File: src/design/xmr_pkg.sv
// xmr_pkg: types and codes for the checksum xmodem receiver
// holds the phase enum, line control characters and status codes
// no dependencies
package xmr_pkg;

    // receiver phase
    typedef enum logic [2:0] {
        PH_IDLE = 3'd0,
        PH_HUNT = 3'd1,
        PH_NUM  = 3'd2,
        PH_COMP = 3'd3,
        PH_DATA = 3'd4,
        PH_SUM  = 3'd5
    } t_phase;

    // request command codes
    localparam logic [1:0] CMD_BYTE    = 2'd0;
    localparam logic [1:0] CMD_TIMEOUT = 2'd1;
    localparam logic [1:0] CMD_START   = 2'd2;

    // line control characters
    localparam logic [7:0] CH_SOH = 8'd1;
    localparam logic [7:0] CH_EOT = 8'd4;
    localparam logic [7:0] CH_ACK = 8'd6;
    localparam logic [7:0] CH_BS  = 8'd8;
    localparam logic [7:0] CH_NAK = 8'd21;
    localparam logic [7:0] CH_CAN = 8'd24;

    // sector status codes
    localparam logic [1:0] SS_NONE    = 2'd0;
    localparam logic [1:0] SS_COMMIT  = 2'd1;
    localparam logic [1:0] SS_DISCARD = 2'd2;

    // transfer status codes
    localparam logic [2:0] TS_RUN     = 3'd0;
    localparam logic [2:0] TS_DONE    = 3'd1;
    localparam logic [2:0] TS_CANCEL  = 3'd2;
    localparam logic [2:0] TS_TIMEOUT = 3'd3;
    localparam logic [2:0] TS_ERRORS  = 3'd4;

    // burst lengths and layout of the cancel sequence
    localparam logic [3:0] LEN_NONE       = 4'd0;
    localparam logic [3:0] LEN_ONE        = 4'd1;
    localparam logic [3:0] LEN_CANCEL     = 4'd9;
    localparam logic [3:0] LEN_NAK_CANCEL = 4'd10;
    localparam logic [3:0] CAN_COUNT      = 4'd5;

    // reset value of the error limit
    localparam logic [7:0] ERROR_LIMIT_RESET = 8'd20;

endpackage

File: src/design/xmodem_checksum_receiver_core.sv
// xmodem_checksum_receiver_core: receiver side of checksum xmodem
// frame hunt, header check, payload streaming and reply burst generation
// depends on xmr_pkg
//
// Each input request (a line byte, a timeout tick or a start command in
// s_axis_tuser) updates the protocol state as it is taken; its replies go to
// a burst register that plays them out on m_axis, one per cycle while m_axis
// is ready. Most requests give at most one result, so the block sustains one
// request per cycle while the output side keeps up. A cancel sequence (five
// CAN and four backspace, optionally after a NAK) gives nine or ten results,
// and the input waits until the last of them is being taken. tlast marks the
// final result of each request. error_limit resets to 20; the user must write it
// through i_cfg_wr_en / i_cfg_wr_data while idle, which the block does not enforce.
module xmodem_checksum_receiver_core #(
    parameter int SECTOR_BYTES = 128
) (
    input  logic        i_clk,
    input  logic        i_rst_n,
    // configuration: error_limit
    input  logic        i_cfg_wr_en,
    input  logic [7:0]  i_cfg_wr_data,
    // input requests
    input  logic        i_s_axis_tvalid,
    output logic        o_s_axis_tready,
    input  logic [7:0]  i_s_axis_tdata,   // [7:0] rx_byte
    input  logic [1:0]  i_s_axis_tuser,   // [1:0] cmd
    // results
    output logic        o_m_axis_tvalid,
    input  logic        i_m_axis_tready,
    // [0] tx_valid, [8:1] tx_char, [9] data_valid, [17:10] data_byte,
    // [19:18] sector_status, [22:20] transfer_status, [23] zero
    output logic [23:0] o_m_axis_tdata,
    output logic        o_m_axis_tlast    // last
);
    import xmr_pkg::*;

    localparam int IDX_W = (SECTOR_BYTES > 1) ? $clog2(SECTOR_BYTES) : 1;
    localparam logic [IDX_W-1:0] IDX_END = IDX_W'(SECTOR_BYTES - 1);

    // protocol state
    t_phase             r_phase, n_phase;
    logic [7:0]         r_last_good, n_last_good;
    logic [7:0]         r_err_cnt, n_err_cnt;
    logic [7:0]         r_hdr_num, n_hdr_num;
    logic [IDX_W-1:0]   r_byte_idx, n_byte_idx;
    logic [7:0]         r_sum, n_sum;
    logic [7:0]         r_err_limit;

    // burst register
    logic               r_busy;
    logic [3:0]         r_idx;
    logic [3:0]         r_len, n_len;
    logic               r_nak_first, n_nak_first;
    logic               r_head_txv, n_head_txv;
    logic [7:0]         r_head_char, n_head_char;
    logic               r_head_dv, n_head_dv;
    logic [7:0]         r_head_db, n_head_db;
    logic [1:0]         r_head_ss, n_head_ss;
    logic [2:0]         r_ts, n_ts;

    logic               in_fire, out_fire, is_last;
    logic [1:0]         cmd;
    logic [7:0]         rx_byte;
    logic               partial;
    logic [7:0]         err_bump;
    logic               err_hit;
    logic [3:0]         pos;
    logic               o_txv, o_dv;
    logic [7:0]         o_char, o_db;
    logic [1:0]         o_ss;

    assign cmd      = i_s_axis_tuser;
    assign rx_byte  = i_s_axis_tdata;
    assign is_last  = (r_idx == r_len - 4'd1);
    assign out_fire = o_m_axis_tvalid && i_m_axis_tready;
    assign in_fire  = i_s_axis_tvalid && o_s_axis_tready;

    // take a new request when the burst register is empty or draining its last result
    assign o_s_axis_tready = !r_busy || (i_m_axis_tready && is_last);

    // payload of an unfinished sector already given out
    assign partial  = ((r_phase == PH_DATA) && (r_byte_idx != '0)) || (r_phase == PH_SUM);
    // saturating error count and limit check
    assign err_bump = (r_err_cnt == 8'hff) ? r_err_cnt : r_err_cnt + 8'd1;
    assign err_hit  = (err_bump >= r_err_limit);

    // next protocol state and reply burst for the request
    always_comb begin
        n_phase     = r_phase;
        n_last_good = r_last_good;
        n_err_cnt   = r_err_cnt;
        n_hdr_num   = r_hdr_num;
        n_byte_idx  = r_byte_idx;
        n_sum       = r_sum;
        n_len       = LEN_NONE;
        n_nak_first = 1'b0;
        n_head_txv  = 1'b1;
        n_head_char = CH_NAK;
        n_head_dv   = 1'b0;
        n_head_db   = 8'd0;
        n_head_ss   = SS_NONE;
        n_ts        = TS_RUN;
        case (cmd)
            CMD_START: begin
                n_last_good = 8'd0;
                n_err_cnt   = 8'd0;
                n_phase     = PH_HUNT;
                n_len       = LEN_ONE;
                n_head_ss   = partial ? SS_DISCARD : SS_NONE;
            end
            CMD_TIMEOUT: begin
                if (r_phase != PH_IDLE) begin
                    n_err_cnt = err_bump;
                    n_head_ss = partial ? SS_DISCARD : SS_NONE;
                    if (!err_hit) begin
                        n_len   = LEN_ONE;
                        n_phase = PH_HUNT;
                    end else begin
                        n_len       = LEN_CANCEL;
                        n_head_char = CH_CAN;
                        n_ts        = TS_TIMEOUT;
                        n_phase     = PH_IDLE;
                    end
                end
            end
            CMD_BYTE: begin
                case (r_phase)
                    PH_HUNT: begin
                        if (rx_byte == CH_SOH) begin
                            n_phase = PH_NUM;
                        end else if (rx_byte == CH_EOT) begin
                            n_len       = LEN_ONE;
                            n_head_char = CH_ACK;
                            n_ts        = TS_DONE;
                            n_phase     = PH_IDLE;
                        end else if (rx_byte == CH_CAN) begin
                            n_len       = LEN_CANCEL;
                            n_head_char = CH_CAN;
                            n_ts        = TS_CANCEL;
                            n_phase     = PH_IDLE;
                        end
                    end
                    PH_NUM: begin
                        n_hdr_num = rx_byte;
                        n_phase   = PH_COMP;
                    end
                    PH_COMP: begin
                        if (({1'b0, r_hdr_num} + {1'b0, rx_byte}) == 9'd255
                            && r_hdr_num == r_last_good + 8'd1) begin
                            n_byte_idx = '0;
                            n_sum      = 8'd0;
                            n_phase    = PH_DATA;
                        end else if (({1'b0, r_hdr_num} + {1'b0, rx_byte}) == 9'd255
                            && r_hdr_num == r_last_good) begin
                            n_len       = LEN_ONE;
                            n_head_char = CH_ACK;
                            n_phase     = PH_HUNT;
                        end else begin
                            // bad complement or unexpected sector
                            n_err_cnt = err_bump;
                            if (err_hit) begin
                                n_len       = LEN_NAK_CANCEL;
                                n_nak_first = 1'b1;
                                n_ts        = TS_ERRORS;
                                n_phase     = PH_IDLE;
                            end else begin
                                n_len   = LEN_ONE;
                                n_phase = PH_HUNT;
                            end
                        end
                    end
                    PH_DATA: begin
                        n_sum       = r_sum + rx_byte;
                        n_len       = LEN_ONE;
                        n_head_txv  = 1'b0;
                        n_head_char = 8'd0;
                        n_head_dv   = 1'b1;
                        n_head_db   = rx_byte;
                        if (r_byte_idx == IDX_END) begin
                            n_byte_idx = '0;
                            n_phase    = PH_SUM;
                        end else begin
                            n_byte_idx = r_byte_idx + IDX_W'(1);
                        end
                    end
                    PH_SUM: begin
                        if (rx_byte == r_sum) begin
                            n_last_good = r_last_good + 8'd1;
                            n_err_cnt   = 8'd0;
                            n_len       = LEN_ONE;
                            n_head_char = CH_ACK;
                            n_head_ss   = SS_COMMIT;
                            n_phase     = PH_HUNT;
                        end else begin
                            // checksum mismatch
                            n_err_cnt = err_bump;
                            n_head_ss = SS_DISCARD;
                            if (err_hit) begin
                                n_len       = LEN_NAK_CANCEL;
                                n_nak_first = 1'b1;
                                n_ts        = TS_ERRORS;
                                n_phase     = PH_IDLE;
                            end else begin
                                n_len   = LEN_ONE;
                                n_phase = PH_HUNT;
                            end
                        end
                    end
                    default: begin
                        n_phase = r_phase;
                    end
                endcase
            end
            default: begin
                n_len = LEN_NONE;
            end
        endcase
    end

    // protocol state registers and error limit
    always_ff @(posedge i_clk) begin
        if (!i_rst_n) begin
            r_phase     <= PH_IDLE;
            r_last_good <= 8'd0;
            r_err_cnt   <= 8'd0;
            r_hdr_num   <= 8'd0;
            r_byte_idx  <= '0;
            r_sum       <= 8'd0;
            r_err_limit <= ERROR_LIMIT_RESET;
        end else begin
            if (i_cfg_wr_en) begin
                r_err_limit <= i_cfg_wr_data;
            end
            if (in_fire) begin
                r_phase     <= n_phase;
                r_last_good <= n_last_good;
                r_err_cnt   <= n_err_cnt;
                r_hdr_num   <= n_hdr_num;
                r_byte_idx  <= n_byte_idx;
                r_sum       <= n_sum;
            end
        end
    end

    // burst control
    always_ff @(posedge i_clk) begin
        if (!i_rst_n) begin
            r_busy <= 1'b0;
            r_idx  <= 4'd0;
        end else begin
            if (in_fire && n_len != LEN_NONE) begin
                r_busy <= 1'b1;
                r_idx  <= 4'd0;
            end else if (out_fire) begin
                if (is_last) begin
                    r_busy <= 1'b0;
                end
                r_idx <= r_idx + 4'd1;
            end
        end
    end

    // burst payload
    always_ff @(posedge i_clk) begin
        if (in_fire && n_len != LEN_NONE) begin
            r_len       <= n_len;
            r_nak_first <= n_nak_first;
            r_head_txv  <= n_head_txv;
            r_head_char <= n_head_char;
            r_head_dv   <= n_head_dv;
            r_head_db   <= n_head_db;
            r_head_ss   <= n_head_ss;
            r_ts        <= n_ts;
        end
    end

    // result selection within the burst
    assign pos = r_idx - {3'b000, r_nak_first};
    always_comb begin
        if (r_idx == 4'd0) begin
            o_txv  = r_head_txv;
            o_char = r_head_char;
            o_dv   = r_head_dv;
            o_db   = r_head_db;
            o_ss   = r_head_ss;
        end else begin
            o_txv  = 1'b1;
            o_char = (pos < CAN_COUNT) ? CH_CAN : CH_BS;
            o_dv   = 1'b0;
            o_db   = 8'd0;
            o_ss   = SS_NONE;
        end
    end

    assign o_m_axis_tvalid = r_busy;
    assign o_m_axis_tlast  = is_last;
    assign o_m_axis_tdata  = {1'b0, r_ts, o_ss, o_db, o_dv, o_char, o_txv};

    // burst position stays inside its length
    assert property (@(posedge i_clk) disable iff (!i_rst_n)
        r_busy |-> (r_idx < r_len))
        else $error("burst index past burst length");

    // a request taken while busy only when the last result leaves
    assert property (@(posedge i_clk) disable iff (!i_rst_n)
        (in_fire && r_busy) |-> (out_fire && is_last))
        else $error("request taken over a pending burst");

    // results before the last one are always reply characters
    assert property (@(posedge i_clk) disable iff (!i_rst_n)
        (r_busy && !is_last) |-> (o_txv && !o_dv))
        else $error("non-final result is not a reply character");

    // a multi-result burst always ends the transfer
    assert property (@(posedge i_clk) disable iff (!i_rst_n)
        (in_fire && n_len > LEN_ONE) |=> (r_phase == PH_IDLE))
        else $error("cancel burst left the receiver running");

endmodule
File: config.mk
export PLATFORM = sky130hd
export DESIGN_NAME = xmodem_checksum_receiver_core
export DESIGN_NICKNAME = d
export VERILOG_FILES = /design/src/design/xmr_pkg.sv /design/src/design/xmodem_checksum_receiver_core.sv
export SDC_FILE = /design/constraint.sdc
export NUM_CORES = 1
export LEC_CHECK = 0
export BUFFER_PORTS_ARGS = -buffer_cell sky130_fd_sc_hd__buf_2
export CAP_MARGIN = 15
export CORE_UTILIZATION = 36
export DETAILED_ROUTE_END_ITERATION = 16
export PLACE_DENSITY_LB_ADDON = 0.1
export SYNTH_ARGS = -nofsm -noshare
export SYNTH_HDL_FRONTEND = slang
export SYNTH_SLANG_ARGS = --single-unit
File: constraint.sdc
create_clock -name i_clk -period 9.65 [get_ports i_clk]
set_clock_uncertainty 0.05 [all_clocks]
set_input_delay 0.4825 -clock i_clk [delete_from_list [all_inputs] [get_ports i_clk]]
set_output_delay 0.4825 -clock i_clk [all_outputs]
set_load 0.02 [all_outputs]
==> flow_summary_export.csv <==
group,metric,value,unit
clock_network,clockBufferDepth,2,
global_route,gr-total-overflow,0,
timing,holdWs,0.321,ns
layout,antenna_cells,0,
setup_path,r2r-end,"r_ts[2]$_DFFE_PP_",
timing,worst_pin_slew,1.04,ns
place,portBuffers,45,
clock_network,clk_pin_slew,0.06,ns
timing,fmax,246,MHz
synth,synth_compound_area_share,17.9,%
setup_path,ff2ff_path_depth,15,
synth,yosys.area_share.simple,24.9,%
setup_path,cp.arrival,4.02,ns
pwr,total_power,0.793,mW
setup_path,worst_setup_path_end_kind,"flop",
timing,slew_violations,0,
detailed_routing,wirelength,13300,um
setup_path,required,9.60,ns
synth,synthXorXnorAreaFrac,5.60,%
synth,yosys.area_share.adder,9.35,%
min_path,hp-class,"primary input to flop",
clock_network,cts_hold_buffers,0,
clock_network,htree_num_levels,3,
place,dp_hpwl,10100,um
setup_path,critical_path_class,"flop to flop",
setup_path,r2r_setup_slack,5.58,ns
pwr,ir_drop,0.0842,mV
synth,synth_edf_count,24,
detailed_routing,avgRoutedWirePerCell,15.7,um
global_route,antenna_found_initial,0,
floorplanning,design.die.area,15800,sq um
clock_network,cts_root_buf,"clkbuf_16",
floorplanning,die_w,126,um
floorplanning,io_pins,50,
layout,syn_to_final_growth,11.9,%
synth,synth_mux_area_share,3.62,%
timing,setup_slack,5.58,ns
timing,setup_viol,0,
synth,yosys.area.top_type_share,20.0,%
layout,final_core_util,41.9,%
synth,ys_ff_latch,79,
synth,syn_inst,630,
place,pre_cts_slack,5.56,ns
detailed_routing,dr.pass1.iters,10,
clock_network,tritoncts,"done",
timing,slew_headroom,30.9,%
setup_path,critPathLaunchType,"flop",
synth,synthTopCellsByArea,"dfxtp_1, edfxtp_1, ha_1, nand2_1, mux2i_1",
floorplanning,placementRows,44,
global_route,grt_max_degree,62,
synth,syn_avg_cell_area,8.73,sq um
clock_network,post_cts_resize_count,0,
detailed_routing,route.vias.total,4516,
pwr,pwr_density_cell,129,nW/um^2
run,drv_cap,0,
detailed_routing,drt_iter0_drc,239,
layout,layout-drive-gt1-share,13.2,%
layout,fillers,1441,
synth,netlist-cell-type-count,77,
timing,period_minus_slack,4.07,ns
detailed_routing,avgViaCountPerCell,5.31,
setup_path,r2r-start,"r_err_cnt[0]$_SDFFE_PN0P_",
clock_network,post_cts_buffers,0,
timing,finalHoldViolations,0,
layout,finalNonFillerCells,851,
layout,nNetsFinal,724,
detailed_routing,drcViolationCount,6,
synth,yosys_warnings,0,
place,place_congestion,0.859,
layout,fin_area,6150,sq um
timing,tns,0,ns
run_status,violations,"design-rule violations",
pwr,leakage,2.53,nW
floorplanning,initial_core_util,37.4,%
setup_path,startpoint,"r_err_cnt[0]$_SDFFE_PN0P_",
floorplanning,die_h,126,um
synth,synth_top_family_by_area,"simple AND/OR/NAND/NOR gates",
synth,syn_area,5500,sq um
synth,ys_seq_area_share,33.1,%
place,dp.cells,835,
synth,synth-async-reset-ratio,0,%
run_status,outcome,"finished with violations",
timing,rsz0062_at_grt,"no",
place,place_area,5840,sq um
global_route,track_usage,17.9,%
synth,yosys_most_used_dff,"dfxtp_1",
floorplanning,core,14700,sq um
clock_network,numClockSinks,79,
global_route,grt_pass1_vias,4405,
clock_network,clk_latency,0.34,ns
synth,synth_top_cell_by_area,"dfxtp_1",
setup_path,crit_end,"r_ts[2]$_DFFE_PP_",
setup_path,cp_max_fo,28,
clock_network,cts-buffers-inserted,9,
timing,timing.final.crit_share,42.2,%
global_route,grt_pass1_wl,22600,um
detailed_routing,postRouteAntennaNets,0,
-- flip-flops by register name (all words and copies together), names as in the netlist, 2 cells and up --
name and count:
r_byte_idx 7, r_err_cnt 8, r_err_limit 8, r_hdr_num 8
r_head_char 5, r_head_db 8, r_head_ss 2, r_idx 4
r_last_good 8, r_len 3, r_phase 3, r_sum 8
r_ts 3
-- area by class of cell --
type / instances / area [sq um] / share of cell area (%)
clock buffer: 10 / 229 / 3.72
sequential: 79 / 1820 / 29.6
clock inverter: 6 / 85.1 / 1.38
tap: 184 / 230 / 3.74
multi-input combinational: 484 / 3390 / 55.0
inverter: 39 / 146 / 2.38
timing repair buffer: 49 / 255 / 4.15
-- routing by layer --
layer / GRT usage, % / vias to the layer above / wire length (um)
li1: - / 2318 / -
met1: 24.8 / 2104 / 6630
met2: 28.2 / 86 / 6030
met3: 3.21 / 8 / 533
met4: 5.16 / 0 / 132
met5: 0 / - / 0
-- worst max-delay path, stage by stage, from the launching register on --
cell and delay (ns):
dfxtp_1 0.37, ha_1 0.23, and2_1 0.20, nor2b_1 0.15, nand2_1 0.22, nand4_1 0.17
or3_1 0.35, xnor2_1 0.16, ha_1 0.31, o2111ai_1 0.10, o21ai_0 0.25, o21ai_0 0.24
o22ai_1 0.26, nand2_1 0.14, a41oi_2 0.21, buf_4 0.34
-- power by group --
part | internal [mW] | switching [mW]
Clock | 0.226 | 0.137
Combinational | 0.0294 | 0.0507
Sequential | 0.347 | 0.00394
Total | 0.602 | 0.191
-- worst min path at each step --
stage / from / endpoint / slack (ns) / cells past startpoint
global route: i_cfg_wr_data[4] / r_err_limit[4]$_SDFFE_PN1P_ / 0.32 / 3
global placement: r_sum[6]$_SDFFE_PN0P_ / r_sum[6]$_SDFFE_PN0P_ / 0.40 / 2
finish: i_cfg_wr_data[4] / r_err_limit[4]$_SDFFE_PN1P_ / 0.32 / 3
detailed placement: r_sum[3]$_SDFFE_PN0P_ / r_sum[3]$_SDFFE_PN0P_ / 0.41 / 2
floorplan: r_sum[2]$_SDFFE_PN0P_ / r_sum[2]$_SDFFE_PN0P_ / 0.39 / 2
CTS: i_cfg_wr_data[4] / r_err_limit[4]$_SDFFE_PN1P_ / 0.32 / 3
-- cells in the mapped netlist, types with 17 or more instances --
cell / count
nor2_1: 33
edfxtp_1: 24
nand2_1: 57
mux2i_1: 17
xor2_1: 17
nor3_1: 17
a21oi_1: 21
clkbuf_1: 18
dfxtp_1: 55
nand3_1: 19
and2_1: 24
inv_1: 39
o21ai_0: 33
ha_1: 37
nor2b_1: 26
-- layout by cell type (no fill, tap or decap), types with 19 or more instances in the layout --
| master | count |
|---|---|
| a21oi_1 | 21 |
| and2_1 | 24 |
| buf_2 | 45 |
| dfxtp_1 | 55 |
| edfxtp_1 | 24 |
| ha_1 | 37 |
| inv_1 | 39 |
| nand2_1 | 57 |
| nand3_1 | 19 |
| nor2_1 | 33 |
| nor2b_1 | 26 |
| o21ai_0 | 33 |
-- cell families after synthesis --
group / Yosys count
AO/OA/AOI/OAI: 139
other: 1
buffers and inverters: 70
multiplexers: 19
XOR/XNOR: 33
AND/OR/NAND/NOR: 249
flip-flops: 79
adder cells (fa/ha/maj): 40
No activity file was read; power rests on OpenSTA's default activity.
